## config.mk

```make
export PLATFORM = sky130hd
export DESIGN_NAME = spi_register_access_sequencer
export DESIGN_NICKNAME = d
export VERILOG_FILES = /design/src/design/spi_ras_pkg.sv /design/src/design/spi_ras_cmd_seq.sv /design/src/design/spi_register_access_sequencer.sv
export SDC_FILE = /design/constraint.sdc
export NUM_CORES = 1
export LEC_CHECK = 0
export BUFFER_PORTS_ARGS = -buffer_cell sky130_fd_sc_hd__buf_2
export CELL_PAD_IN_SITES_DETAIL_PLACEMENT = 1
export CELL_PAD_IN_SITES_GLOBAL_PLACEMENT = 1
export CORE_AREA = 2 2 170 122
export CTS_CLUSTER_SIZE = 12
export DETAILED_ROUTE_END_ITERATION = 7
export DIE_AREA = 0 0 172 124
export PLACE_DENSITY = 0.84
export SETUP_SLACK_MARGIN = 0.5
export SYNTH_ARGS = -nofsm -noshare
export SYNTH_HDL_FRONTEND = slang
export SYNTH_SLANG_ARGS = --single-unit
```

## constraint.sdc

```tcl
create_clock -name clock -period 5.3 [get_ports clock]
set_input_delay 0.265 -clock clock [delete_from_list [all_inputs] [get_ports clock]]
set_output_delay 0.265 -clock clock [all_outputs]
set_load 0.02 [all_outputs]
```

## src/design/spi_ras_pkg.sv

```systemverilog
`default_nettype none
package spi_ras_pkg;

   // input function codes (req_tuser)
   localparam logic [1:0] FUNC_READ  = 2'd0;
   localparam logic [1:0] FUNC_WRITE = 2'd1;
   localparam logic [1:0] FUNC_RX    = 2'd2;

   // result status codes
   localparam logic [2:0] ST_OK        = 3'd0;
   localparam logic [2:0] ST_NO_ECHO   = 3'd1;
   localparam logic [2:0] ST_NO_STATUS = 3'd2;
   localparam logic [2:0] ST_NO_HEADER = 3'd3;
   localparam logic [2:0] ST_BUSY      = 3'd4;

   // CSR indexes
   localparam logic CSR_CRC_ENABLE  = 1'b0;
   localparam logic CSR_RETRY_LIMIT = 1'b1;

   // SPI command codes
   localparam logic [7:0] CMD_READ_INT  = 8'hC4;
   localparam logic [7:0] CMD_READ_EXT  = 8'hCA;
   localparam logic [7:0] CMD_WRITE_INT = 8'hC3;
   localparam logic [7:0] CMD_WRITE_EXT = 8'hC9;

   localparam logic [23:0] ADDR_CLOCKLESS_MAX = 24'h000010;
   localparam logic [23:0] ADDR_INTERNAL_MAX  = 24'h0000FF;
   localparam logic [6:0]  CRC7_INIT          = 7'h7F;
   localparam logic [6:0]  CRC7_POLY          = 7'h09;
   localparam logic [7:0]  HDR_MASK           = 8'hF0;
   localparam logic [3:0]  RETRY_RESET        = 4'd10;

   typedef enum logic [5:0] {
      PH_IDLE    = 6'b000001,
      PH_ECHO    = 6'b000010,
      PH_STATUS  = 6'b000100,
      PH_HEADER  = 6'b001000,
      PH_DATA    = 6'b010000,
      PH_CRCDROP = 6'b100000
   } phase_type;

   // result payload, first member in the top bits
   typedef struct packed {
      logic [1:0]  pad;
      logic [31:0] read_data;
      logic [2:0]  status;
      logic        done_res;
      logic        select_active;
      logic        expect_rx;
      logic [7:0]  tx_byte;
   } rsp_payload_type;

   // microcode
   typedef enum logic [3:0] {
      SRC_CODE, SRC_A23, SRC_A15, SRC_A7,
      SRC_W31, SRC_W23, SRC_W15, SRC_W7,
      SRC_PAD, SRC_CRC
   } src_type;

   typedef enum logic [2:0] {
      COND_NEVER, COND_ALWAYS, COND_INTERNAL, COND_EXTERNAL,
      COND_READ, COND_CRC_OFF
   } cond_type;

   typedef struct packed {
      src_type    src;
      logic       emit;
      cond_type   cond;
      logic [3:0] target;
      logic       stop;
   } seq_word_type;

   typedef struct packed {
      logic        go;
      logic [23:0] addr;
      logic [31:0] wdata;
      logic        is_write;
      logic        crc_en;
   } seq_start_type;

   typedef struct packed {
      logic       valid;
      logic [7:0] tx_byte;
      logic       last;
   } seq_emit_type;

   function automatic logic [7:0] cmd_code(logic is_write, logic internal);
      logic [7:0] c;
      if (is_write) c = internal ? CMD_WRITE_INT : CMD_WRITE_EXT;
      else          c = internal ? CMD_READ_INT  : CMD_READ_EXT;
      return c;
   endfunction

   function automatic logic [6:0] crc7_step(logic [6:0] crc, logic [7:0] b);
      logic [6:0] c;
      logic       fb;
      c = crc;
      for (int i = 7; i >= 0; i--) begin
         fb = c[6] ^ b[i];
         c = {c[5:0], 1'b0};
         if (fb) c = c ^ CRC7_POLY;
      end
      return c;
   endfunction

   // command builder program
   function automatic seq_word_type seq_rom(logic [3:0] step);
      seq_word_type w;
      case (step)
         4'd0:    w = '{SRC_CODE, 1'b1, COND_INTERNAL, 4'd2,  1'b0};
         4'd1:    w = '{SRC_A23,  1'b1, COND_NEVER,    4'd0,  1'b0};
         4'd2:    w = '{SRC_A15,  1'b1, COND_NEVER,    4'd0,  1'b0};
         4'd3:    w = '{SRC_A7,   1'b1, COND_READ,     4'd8,  1'b0};
         4'd4:    w = '{SRC_W31,  1'b1, COND_NEVER,    4'd0,  1'b0};
         4'd5:    w = '{SRC_W23,  1'b1, COND_NEVER,    4'd0,  1'b0};
         4'd6:    w = '{SRC_W15,  1'b1, COND_NEVER,    4'd0,  1'b0};
         4'd7:    w = '{SRC_W7,   1'b1, COND_ALWAYS,   4'd10, 1'b0};
         4'd8:    w = '{SRC_PAD,  1'b0, COND_EXTERNAL, 4'd10, 1'b0};
         4'd9:    w = '{SRC_PAD,  1'b1, COND_NEVER,    4'd0,  1'b0};
         4'd10:   w = '{SRC_PAD,  1'b0, COND_CRC_OFF,  4'd12, 1'b0};
         4'd11:   w = '{SRC_CRC,  1'b1, COND_NEVER,    4'd0,  1'b0};
         default: w = '{SRC_PAD,  1'b0, COND_NEVER,    4'd0,  1'b1};
      endcase
      return w;
   endfunction

endpackage
`default_nettype wire

```

## src/design/spi_ras_cmd_seq.sv

```systemverilog
`default_nettype none
module spi_ras_cmd_seq
   import spi_ras_pkg::*;
(
   input  wire logic          clock,
   input  wire logic          reset,
   input  wire seq_start_type start,
   input  wire logic          advance,
   output logic               busy,
   output seq_emit_type       emit
);

   logic        run_ff, run_in;
   logic [3:0]  step_ff, step_in;
   logic        pend_valid_ff, pend_valid_in;
   logic [7:0]  pend_byte_ff, pend_byte_in;
   logic [6:0]  crc_ff, crc_in;
   logic [23:0] addr_ff;
   logic [31:0] wdata_ff;
   logic        write_ff, crc_en_ff, internal_ff, clockless_ff;

   seq_word_type word;
   logic [7:0]   new_byte;
   logic         jump;
   logic         fire;

   assign word = seq_rom(step_ff);
   assign fire = run_ff && advance;

   always_comb begin
      case (word.src)
         SRC_CODE: new_byte = cmd_code(write_ff, internal_ff);
         SRC_A23:  new_byte = addr_ff[23:16];
         SRC_A15:  new_byte = addr_ff[15:8] | {clockless_ff, 7'b0};
         SRC_A7:   new_byte = addr_ff[7:0];
         SRC_W31:  new_byte = wdata_ff[31:24];
         SRC_W23:  new_byte = wdata_ff[23:16];
         SRC_W15:  new_byte = wdata_ff[15:8];
         SRC_W7:   new_byte = wdata_ff[7:0];
         SRC_CRC:  new_byte = {crc_ff, 1'b0};
         default:  new_byte = 8'h00;
      endcase
   end

   always_comb begin
      case (word.cond)
         COND_ALWAYS:   jump = 1'b1;
         COND_INTERNAL: jump = internal_ff;
         COND_EXTERNAL: jump = !internal_ff;
         COND_READ:     jump = !write_ff;
         COND_CRC_OFF:  jump = !crc_en_ff;
         default:       jump = 1'b0;
      endcase
   end

   // each byte is held back until the next byte or the stop step so the final one can carry last
   always_comb begin
      run_in        = run_ff;
      step_in       = step_ff;
      pend_valid_in = pend_valid_ff;
      pend_byte_in  = pend_byte_ff;
      crc_in        = crc_ff;
      emit          = '0;
      if (start.go) begin
         run_in        = 1'b1;
         step_in       = 4'd0;
         pend_valid_in = 1'b0;
         crc_in        = CRC7_INIT;
      end else if (fire) begin
         step_in = jump ? word.target : step_ff + 4'd1;
         if (word.emit) begin
            pend_byte_in  = new_byte;
            pend_valid_in = 1'b1;
            crc_in        = crc7_step(crc_ff, new_byte);
            emit.valid    = pend_valid_ff;
            emit.tx_byte  = pend_byte_ff;
         end
         if (word.stop) begin
            run_in        = 1'b0;
            pend_valid_in = 1'b0;
            emit.valid    = 1'b1;
            emit.tx_byte  = pend_byte_ff;
            emit.last     = 1'b1;
         end
      end
   end

   always_ff @(posedge clock) begin
      if (reset) begin
         run_ff        <= 1'b0;
         step_ff       <= 4'd0;
         pend_valid_ff <= 1'b0;
      end else begin
         run_ff        <= run_in;
         step_ff       <= step_in;
         pend_valid_ff <= pend_valid_in;
      end
   end

   always_ff @(posedge clock) begin
      pend_byte_ff <= pend_byte_in;
      crc_ff       <= crc_in;
      if (start.go) begin
         addr_ff      <= start.addr;
         wdata_ff     <= start.wdata;
         write_ff     <= start.is_write;
         crc_en_ff    <= start.crc_en;
         internal_ff  <= (start.addr <= ADDR_INTERNAL_MAX);
         clockless_ff <= (start.addr <= ADDR_CLOCKLESS_MAX);
      end
   end

   assign busy = run_ff;

endmodule
`default_nettype wire

```

## src/design/spi_register_access_sequencer.sv

```systemverilog
`default_nettype none
// Channel   Dir  Handshake            Payload
// req_      in   req_tvalid/tready    tuser func, tdata reg_addr/write_data/rx_byte
// rsp_      out  rsp_tvalid/tready    tuser tx_valid, tdata result fields, tlast last
// csr_      in   csr_valid/ready      csr_index, csr_data
//
// Start item: after the accept, the command builder walks its microcode, one step per cycle,
// 7 to 11 steps (4 to 9 byte results); req_tready stays low while it runs.
// Received-byte items go straight to the parser on accept.
// Every step and every accept waits for a free result register.
// Reset (synchronous): parser idle, crc_enable 1, retry_limit 10.
module spi_register_access_sequencer
   import spi_ras_pkg::*;
(
   input  wire logic        clock,
   input  wire logic        reset,
   input  wire logic        req_tvalid,
   output logic             req_tready,
   input  wire logic [1:0]  req_tuser,   // func
   input  wire logic [63:0] req_tdata,   // reg_addr[23:0], write_data[55:24], rx_byte[63:56]
   output logic             rsp_tvalid,
   input  wire logic        rsp_tready,
   output logic             rsp_tuser,   // tx_valid
   output logic [47:0]      rsp_tdata,   // tx_byte, expect_rx, select_active, done_res,
                                         // status, read_data, pad
   output logic             rsp_tlast,
   input  wire logic        csr_valid,
   output logic             csr_ready,
   input  wire logic        csr_index,
   input  wire logic [3:0]  csr_data
);

   // configuration
   logic       crc_enable_ff;
   logic [3:0] retry_limit_ff;

   // response parser state
   phase_type   phase_ff, phase_in;
   logic [3:0]  retries_ff, retries_in;
   logic [7:0]  command_code_ff, command_code_in;
   logic        is_read_ff, is_read_in;
   logic        is_clockless_ff, is_clockless_in;
   logic [2:0]  byte_count_ff, byte_count_in;
   logic [31:0] data_accum_ff, data_accum_in;

   // result register
   logic            rsp_valid_ff;
   logic            rsp_user_ff;
   logic            rsp_last_ff;
   rsp_payload_type rsp_payload_ff;

   logic            out_free;
   logic            accept;
   logic            seq_busy;
   seq_start_type   seq_start;
   seq_emit_type    seq_emit;

   logic            res_valid;
   rsp_payload_type res;

   logic [23:0] in_addr;
   logic [31:0] in_wdata;
   logic [7:0]  in_rx;
   logic [2:0]  count_next;
   logic [31:0] accum_next;

   assign in_addr  = req_tdata[23:0];
   assign in_wdata = req_tdata[55:24];
   assign in_rx    = req_tdata[63:56];

   assign out_free   = !rsp_valid_ff || rsp_tready;
   assign req_tready = !seq_busy && out_free;
   assign accept     = req_tvalid && req_tready;
   assign csr_ready  = 1'b1;

   assign count_next = byte_count_ff + 3'd1;

   always_comb begin
      accum_next = data_accum_ff;
      case (byte_count_ff[1:0])
         2'd0:    accum_next[7:0]   = data_accum_ff[7:0]   | in_rx;
         2'd1:    accum_next[15:8]  = data_accum_ff[15:8]  | in_rx;
         2'd2:    accum_next[23:16] = data_accum_ff[23:16] | in_rx;
         default: accum_next[31:24] = data_accum_ff[31:24] | in_rx;
      endcase
   end

   always_comb begin
      phase_in        = phase_ff;
      retries_in      = retries_ff;
      command_code_in = command_code_ff;
      is_read_in      = is_read_ff;
      is_clockless_in = is_clockless_ff;
      byte_count_in   = byte_count_ff;
      data_accum_in   = data_accum_ff;
      seq_start       = '0;
      seq_start.addr     = in_addr;
      seq_start.wdata    = in_wdata;
      seq_start.is_write = (req_tuser == FUNC_WRITE);
      seq_start.crc_en   = crc_enable_ff;
      res_valid       = 1'b0;
      // default shape: keep waiting for the next received byte
      res               = '0;
      res.expect_rx     = 1'b1;
      res.select_active = 1'b1;

      if (accept) begin
         case (req_tuser)
            FUNC_READ, FUNC_WRITE: begin
               if (phase_ff != PH_IDLE) begin
                  res_valid    = 1'b1;
                  res.done_res = 1'b1;
                  res.status   = ST_BUSY;
               end else begin
                  seq_start.go    = 1'b1;
                  command_code_in = cmd_code(req_tuser == FUNC_WRITE,
                                             in_addr <= ADDR_INTERNAL_MAX);
                  is_read_in      = (req_tuser == FUNC_READ);
                  is_clockless_in = (in_addr <= ADDR_CLOCKLESS_MAX);
                  byte_count_in   = 3'd0;
                  data_accum_in   = 32'd0;
                  retries_in      = retry_limit_ff;
                  phase_in        = PH_ECHO;
               end
            end
            FUNC_RX: begin
               res_valid = (phase_ff != PH_IDLE);
               case (phase_ff)
                  PH_ECHO, PH_STATUS, PH_HEADER: begin
                     if ((phase_ff == PH_ECHO && in_rx == command_code_ff) ||
                         (phase_ff == PH_STATUS && in_rx == 8'h00) ||
                         (phase_ff == PH_HEADER && (in_rx & HDR_MASK) == HDR_MASK)) begin
                        retries_in = retry_limit_ff;
                        if (phase_ff == PH_ECHO) begin
                           phase_in = PH_STATUS;
                        end else if (phase_ff == PH_HEADER) begin
                           phase_in      = PH_DATA;
                           byte_count_in = 3'd0;
                           data_accum_in = 32'd0;
                        end else if (is_read_ff) begin
                           phase_in = PH_HEADER;
                        end else begin
                           // write acknowledged by zero status
                           phase_in          = PH_IDLE;
                           res.expect_rx     = 1'b0;
                           res.select_active = 1'b0;
                           res.done_res      = 1'b1;
                        end
                     end else if (retries_ff == 4'd0) begin
                        phase_in          = PH_IDLE;
                        res.expect_rx     = 1'b0;
                        res.select_active = 1'b0;
                        res.done_res      = 1'b1;
                        if (phase_ff == PH_ECHO)        res.status = ST_NO_ECHO;
                        else if (phase_ff == PH_STATUS) res.status = ST_NO_STATUS;
                        else                            res.status = ST_NO_HEADER;
                     end else begin
                        retries_in = retries_ff - 4'd1;
                     end
                  end
                  PH_DATA: begin
                     data_accum_in = accum_next;
                     byte_count_in = count_next;
                     if (count_next >= 3'd4) begin
                        if (is_clockless_ff) begin
                           phase_in      = PH_CRCDROP;
                           byte_count_in = 3'd0;
                        end else begin
                           phase_in          = PH_IDLE;
                           res.expect_rx     = 1'b0;
                           res.select_active = 1'b0;
                           res.done_res      = 1'b1;
                           res.read_data     = accum_next;
                        end
                     end
                  end
                  PH_CRCDROP: begin
                     byte_count_in = count_next;
                     if (count_next >= 3'd2) begin
                        phase_in          = PH_IDLE;
                        res.expect_rx     = 1'b0;
                        res.select_active = 1'b0;
                        res.done_res      = 1'b1;
                        res.read_data     = data_accum_ff;
                     end
                  end
                  default: ;  // idle: byte ignored
               endcase
            end
            default: ;  // unused function code
         endcase
      end
   end

   spi_ras_cmd_seq u_cmd_seq (
      .clock   (clock),
      .reset   (reset),
      .start   (seq_start),
      .advance (out_free),
      .busy    (seq_busy),
      .emit    (seq_emit)
   );

   always_ff @(posedge clock) begin
      if (reset) begin
         phase_ff        <= PH_IDLE;
         retries_ff      <= 4'd0;
         command_code_ff <= 8'd0;
         is_read_ff      <= 1'b0;
         is_clockless_ff <= 1'b0;
         byte_count_ff   <= 3'd0;
         data_accum_ff   <= 32'd0;
         crc_enable_ff   <= 1'b1;
         retry_limit_ff  <= RETRY_RESET;
         rsp_valid_ff    <= 1'b0;
      end else begin
         phase_ff        <= phase_in;
         retries_ff      <= retries_in;
         command_code_ff <= command_code_in;
         is_read_ff      <= is_read_in;
         is_clockless_ff <= is_clockless_in;
         byte_count_ff   <= byte_count_in;
         data_accum_ff   <= data_accum_in;
         if (csr_valid && csr_ready) begin
            case (csr_index)
               CSR_CRC_ENABLE:  crc_enable_ff  <= csr_data[0];
               CSR_RETRY_LIMIT: retry_limit_ff <= csr_data;
               default: ;
            endcase
         end
         if (seq_emit.valid || res_valid) rsp_valid_ff <= 1'b1;
         else if (rsp_tready)             rsp_valid_ff <= 1'b0;
      end
   end

   // result payload: command bytes from the builder, else parser results
   always_ff @(posedge clock) begin
      if (seq_emit.valid) begin
         rsp_user_ff    <= 1'b1;
         rsp_last_ff    <= seq_emit.last;
         rsp_payload_ff <= '{pad: 2'b00, read_data: 32'd0, status: ST_OK, done_res: 1'b0,
                             select_active: 1'b1, expect_rx: seq_emit.last,
                             tx_byte: seq_emit.tx_byte};
      end else if (res_valid) begin
         rsp_user_ff    <= 1'b0;
         rsp_last_ff    <= 1'b1;
         rsp_payload_ff <= res;
      end
   end

   assign rsp_tvalid = rsp_valid_ff;
   assign rsp_tuser  = rsp_user_ff;
   assign rsp_tlast  = rsp_last_ff;
   assign rsp_tdata  = rsp_payload_ff;

endmodule
`default_nettype wire

```

==> results.cfg <==
[outcome]
outcome = finished, final reports clean

[finish]
nNetsFinal = 1058
nFillCells = 2237
drive_gt1_share_pct = 18.8
multi_input_area_um2 = 3420
seq_area_um2 = 4760
finalInstanceArea_um2 = 10300
syn_to_final_growth_pct = 21.2

[clocking]
cts_sinks = 199
cts_setup_buffers = 0
cts_buffers = 17
cts_max_level = 4
cts_tree = done
clk-insertion-delay-late_ns = 0.46
clk_pin_slew_ns = 0.09
clock_path_buffers = 2
clockRootBuffer = clkbuf_16

[floorplan]
rows = 43
dieArea_um2 = 21300
pin_count = 129
initial_core_util_pct = 43.4
die_w_um = 172
die_y_um = 124
coreArea_um2 = 19600

[yosys]
synth-edff-count = 78
synth_seq_cells = 199
syn_area_per_cell_um2 = 10.3
async_flop_share_pct = 0
seq_area_frac_synth_pct = 56.1
syn_area_um2 = 8500
synth_cell_types = 71
yosys_warnings = 0
dominantRegCellSynth = dfxtp_1
netlist_instances = 829

[sta]
finalHoldViolCount = 0
setup_viol = 0
tightest_slew_ns = 1.13
period_share_pct = 62.8
tns_ns = 0
slew_violations = 0
skew_ns = 0.0162
timing.fmax_mhz = 301
fin_crit_ns = 3.33
rsz0062_at_grt = no
relSlewSlack_pct = 24.8

[grt]
grt_max_degree = 77
grt_pass1_vias = 6868
grt_util_all_layers_pct = 24.1
grt_pass1_wl_um = 38800
grt_remaining_overflow = 0
antenna_found_initial = 1

[pwr]
intPower_mw = 2.55
power.share.clock_pct = 37.4
leakage_nw = 3.99
power_frac_comb_pct = 13.7
power_density_nw_per_um2 = 352
sw_frac_of_total_pct = 29.7
p_seq_share_pct = 48.9
power.switching_mw = 1.08
vdd_drop_max_v = 0.000161

[critical_path]
worstPathMaxFanout = 30
startpoint_type = flop
cp.required_ns = 5.64
path_class = flop to flop
arrival_ns = 3.67
reg2reg_slack_ns = 1.97
worstSetupEndpointType = flop

[place]
gp_congestion = 0.955
dpl_cell_area_um2 = 9270
portBuffers = 125
dp_hpwl_um = 16400

[routing]
drtAntennaViolNets = 0
firstDrtPassIters = 5
first_iter_violations = 551
drc = 0
drt-total-wl_um = 25200
vias = 6878
via_per_inst = 5.49
wl_per_cell_um = 20.1

[worst_hold_path]
hold_path_class = input pin to flop

[run]
maxCapViolCount = 0
==> cell usage in the layout (no fill, tap or decap), types with 14 or more instances in the layout <==
master         Yosys  final
buf_2             19    125
dfxtp_1          121    121
a21oi_1          104    104
edfxtp_1          78     78
nand2_1           72     72
nor2_1            70     69
o21ai_0           57     57
dlygate4sd3_1      0     41
inv_1             22     22
and2_1            21     21
mux2i_1           20     20
clkbuf_16          0     17
nor3_1            15     15
nand3_1           14     14
==> flip-flops by register name, indices dropped and copies added (netlist names), 4 cells and up <==
register and cells:
command_code_ff 5, u_cmd_seq.crc_ff 7, retry_limit_ff 4, u_cmd_seq.pend_byte_ff 8
retries_ff 4, u_cmd_seq.step_ff 4, rsp_tdata 46, u_cmd_seq.word 12
phase_ff 6, u_cmd_seq.wdata_ff 32, u_cmd_seq.addr_ff 24, data_accum_ff 32
==> power by group through the flow <==
stage | Sequential (mW) | Combinational (mW) | Clock, mW
2_1_floorplan | 1.78 | 0.321 | 0
3_3_place_gp | 1.79 | 0.445 | 0
3_5_place_dp | 1.80 | 0.461 | 0
4_1_cts | 1.77 | 0.487 | 1.36
5_1_grt | 1.78 | 0.541 | 1.44
6_report | 1.77 | 0.499 | 1.36
==> repair_timing <==
action,CTS,global route
hold endpoints to repair,35,6
hold buffers,35,6
resized for setup,0,0
==> metrics by stage <==
stage | util [%] | setup WS [ns] | cells | power [mW] | hold WS (ns)
finish | 52.6 | 1.97 | 1253 | 3.63 | 0.00635
global route | 52.6 | 1.80 | 1252 | 3.77 | 0.000374
CTS | 52.3 | 2.12 | 1246 | 3.62 | 0.000767
detailed placement | 47.3 | 2.14 | 1179 | 2.26 | 0.438
global placement | 47.3 | 2.41 | 1179 | 2.24 | 0.431
floorplan | - | 1.54 | 830 | 2.11 | 0.361
==> cell type report <==
cell class,instances,area share [%]
Timing Repair Buffer,170,10.3
Clock buffer,17,4.13
Clock inverter,15,1.88
Inverter,24,0.875
Tap cell,270,3.28
Sequential cell,199,46.3
Antenna cell,1,0.0243
Multi-Input combinational cell,557,33.2
==> routing by layer <==
metal / vias to the layer above / share of wire [%] / global-route usage (%) / wire [µm]
li1: 3234 / - / - / -
met1: 3381 / 46 / 32.5 / 11500
met2: 217 / 46 / 38.8 / 11700
met3: 46 / 5.6 / 5.34 / 1400
met4: 0 / 2.3 / 8.40 / 576
met5: - / 0 / 0 / 0
==> worst max-delay path: stages (launching register included) <==
cell	delay, ns
dfxtp_1	1.07
inv_1	0.38
a2111oi_0	0.80
or3_1	0.22
a31oi_2	0.12
xnor2_1	0.31
mux2i_1	0.24
nand2_1	0.06
==> path summary, 6_finish.rpt <==
kind / endpoint / cells past startpoint / startpoint
worst max-delay path: u_cmd_seq.crc_ff[3]$_SDFFE_PP1P_ / 7 / u_cmd_seq.word[10]$_SDFF_PP0_
worst min-delay path: u_cmd_seq.addr_ff[10]$_DFFE_PP_ / 1 / req_tdata[10]
worst max register to register: u_cmd_seq.crc_ff[3]$_SDFFE_PP1P_ / 7 / u_cmd_seq.word[10]$_SDFF_PP0_
worst min register to register: rsp_tdata[29]$_SDFFE_PP0P_ / 2 / rsp_tdata[29]$_SDFFE_PP0P_
==> cells in the mapped netlist (3+ instances only) <==
library cell,instances,share of area (%)
inv_1,22,0.97
mux2i_1,20,2.4
nor3b_1,4,0.35
nor3_1,15,0.88
clkbuf_1,23,1.0
buf_1,3,0.13
o21a_1,4,0.35
o211ai_1,5,0.44
xnor2_1,7,0.72
o21ai_0,57,3.4
nand4_1,7,0.52
nand2b_1,12,0.88
a211oi_1,4,0.35
and3b_1,7,0.72
xor2_1,7,0.72
a21o_1,5,0.44
dfxtp_1,121,28
buf_4,5,0.44
edfxtp_1,78,28
nor2_1,70,3.1
and2_1,21,1.5
nor4_1,9,0.66
nand3_1,14,0.82
nand2_1,72,3.2
buf_2,19,1.1
ha_1,13,1.9
a21oi_1,104,6.1
nor2b_1,13,0.96
a211o_1,6,0.62
mux4_2,4,1.1
and3_1,7,0.52
nand3b_1,6,0.53
or2_2,3,0.22
mux2_2,6,0.79
or3_1,5,0.37
o21bai_1,5,0.44
o31ai_1,3,0.26
==> logic make-up after synthesis <==
logic type | synth area share (%)
buffers and inverters | 3.77
AOI/OAI and AO/OA | 15.6
other | 0.0884
xor gates and xnor gates | 1.72
and+or+nand+nor | 16.6
muxes | 4.21
adders and majority gates | 1.91
DFF | 56.1
(Power assumes the default switching activity.)
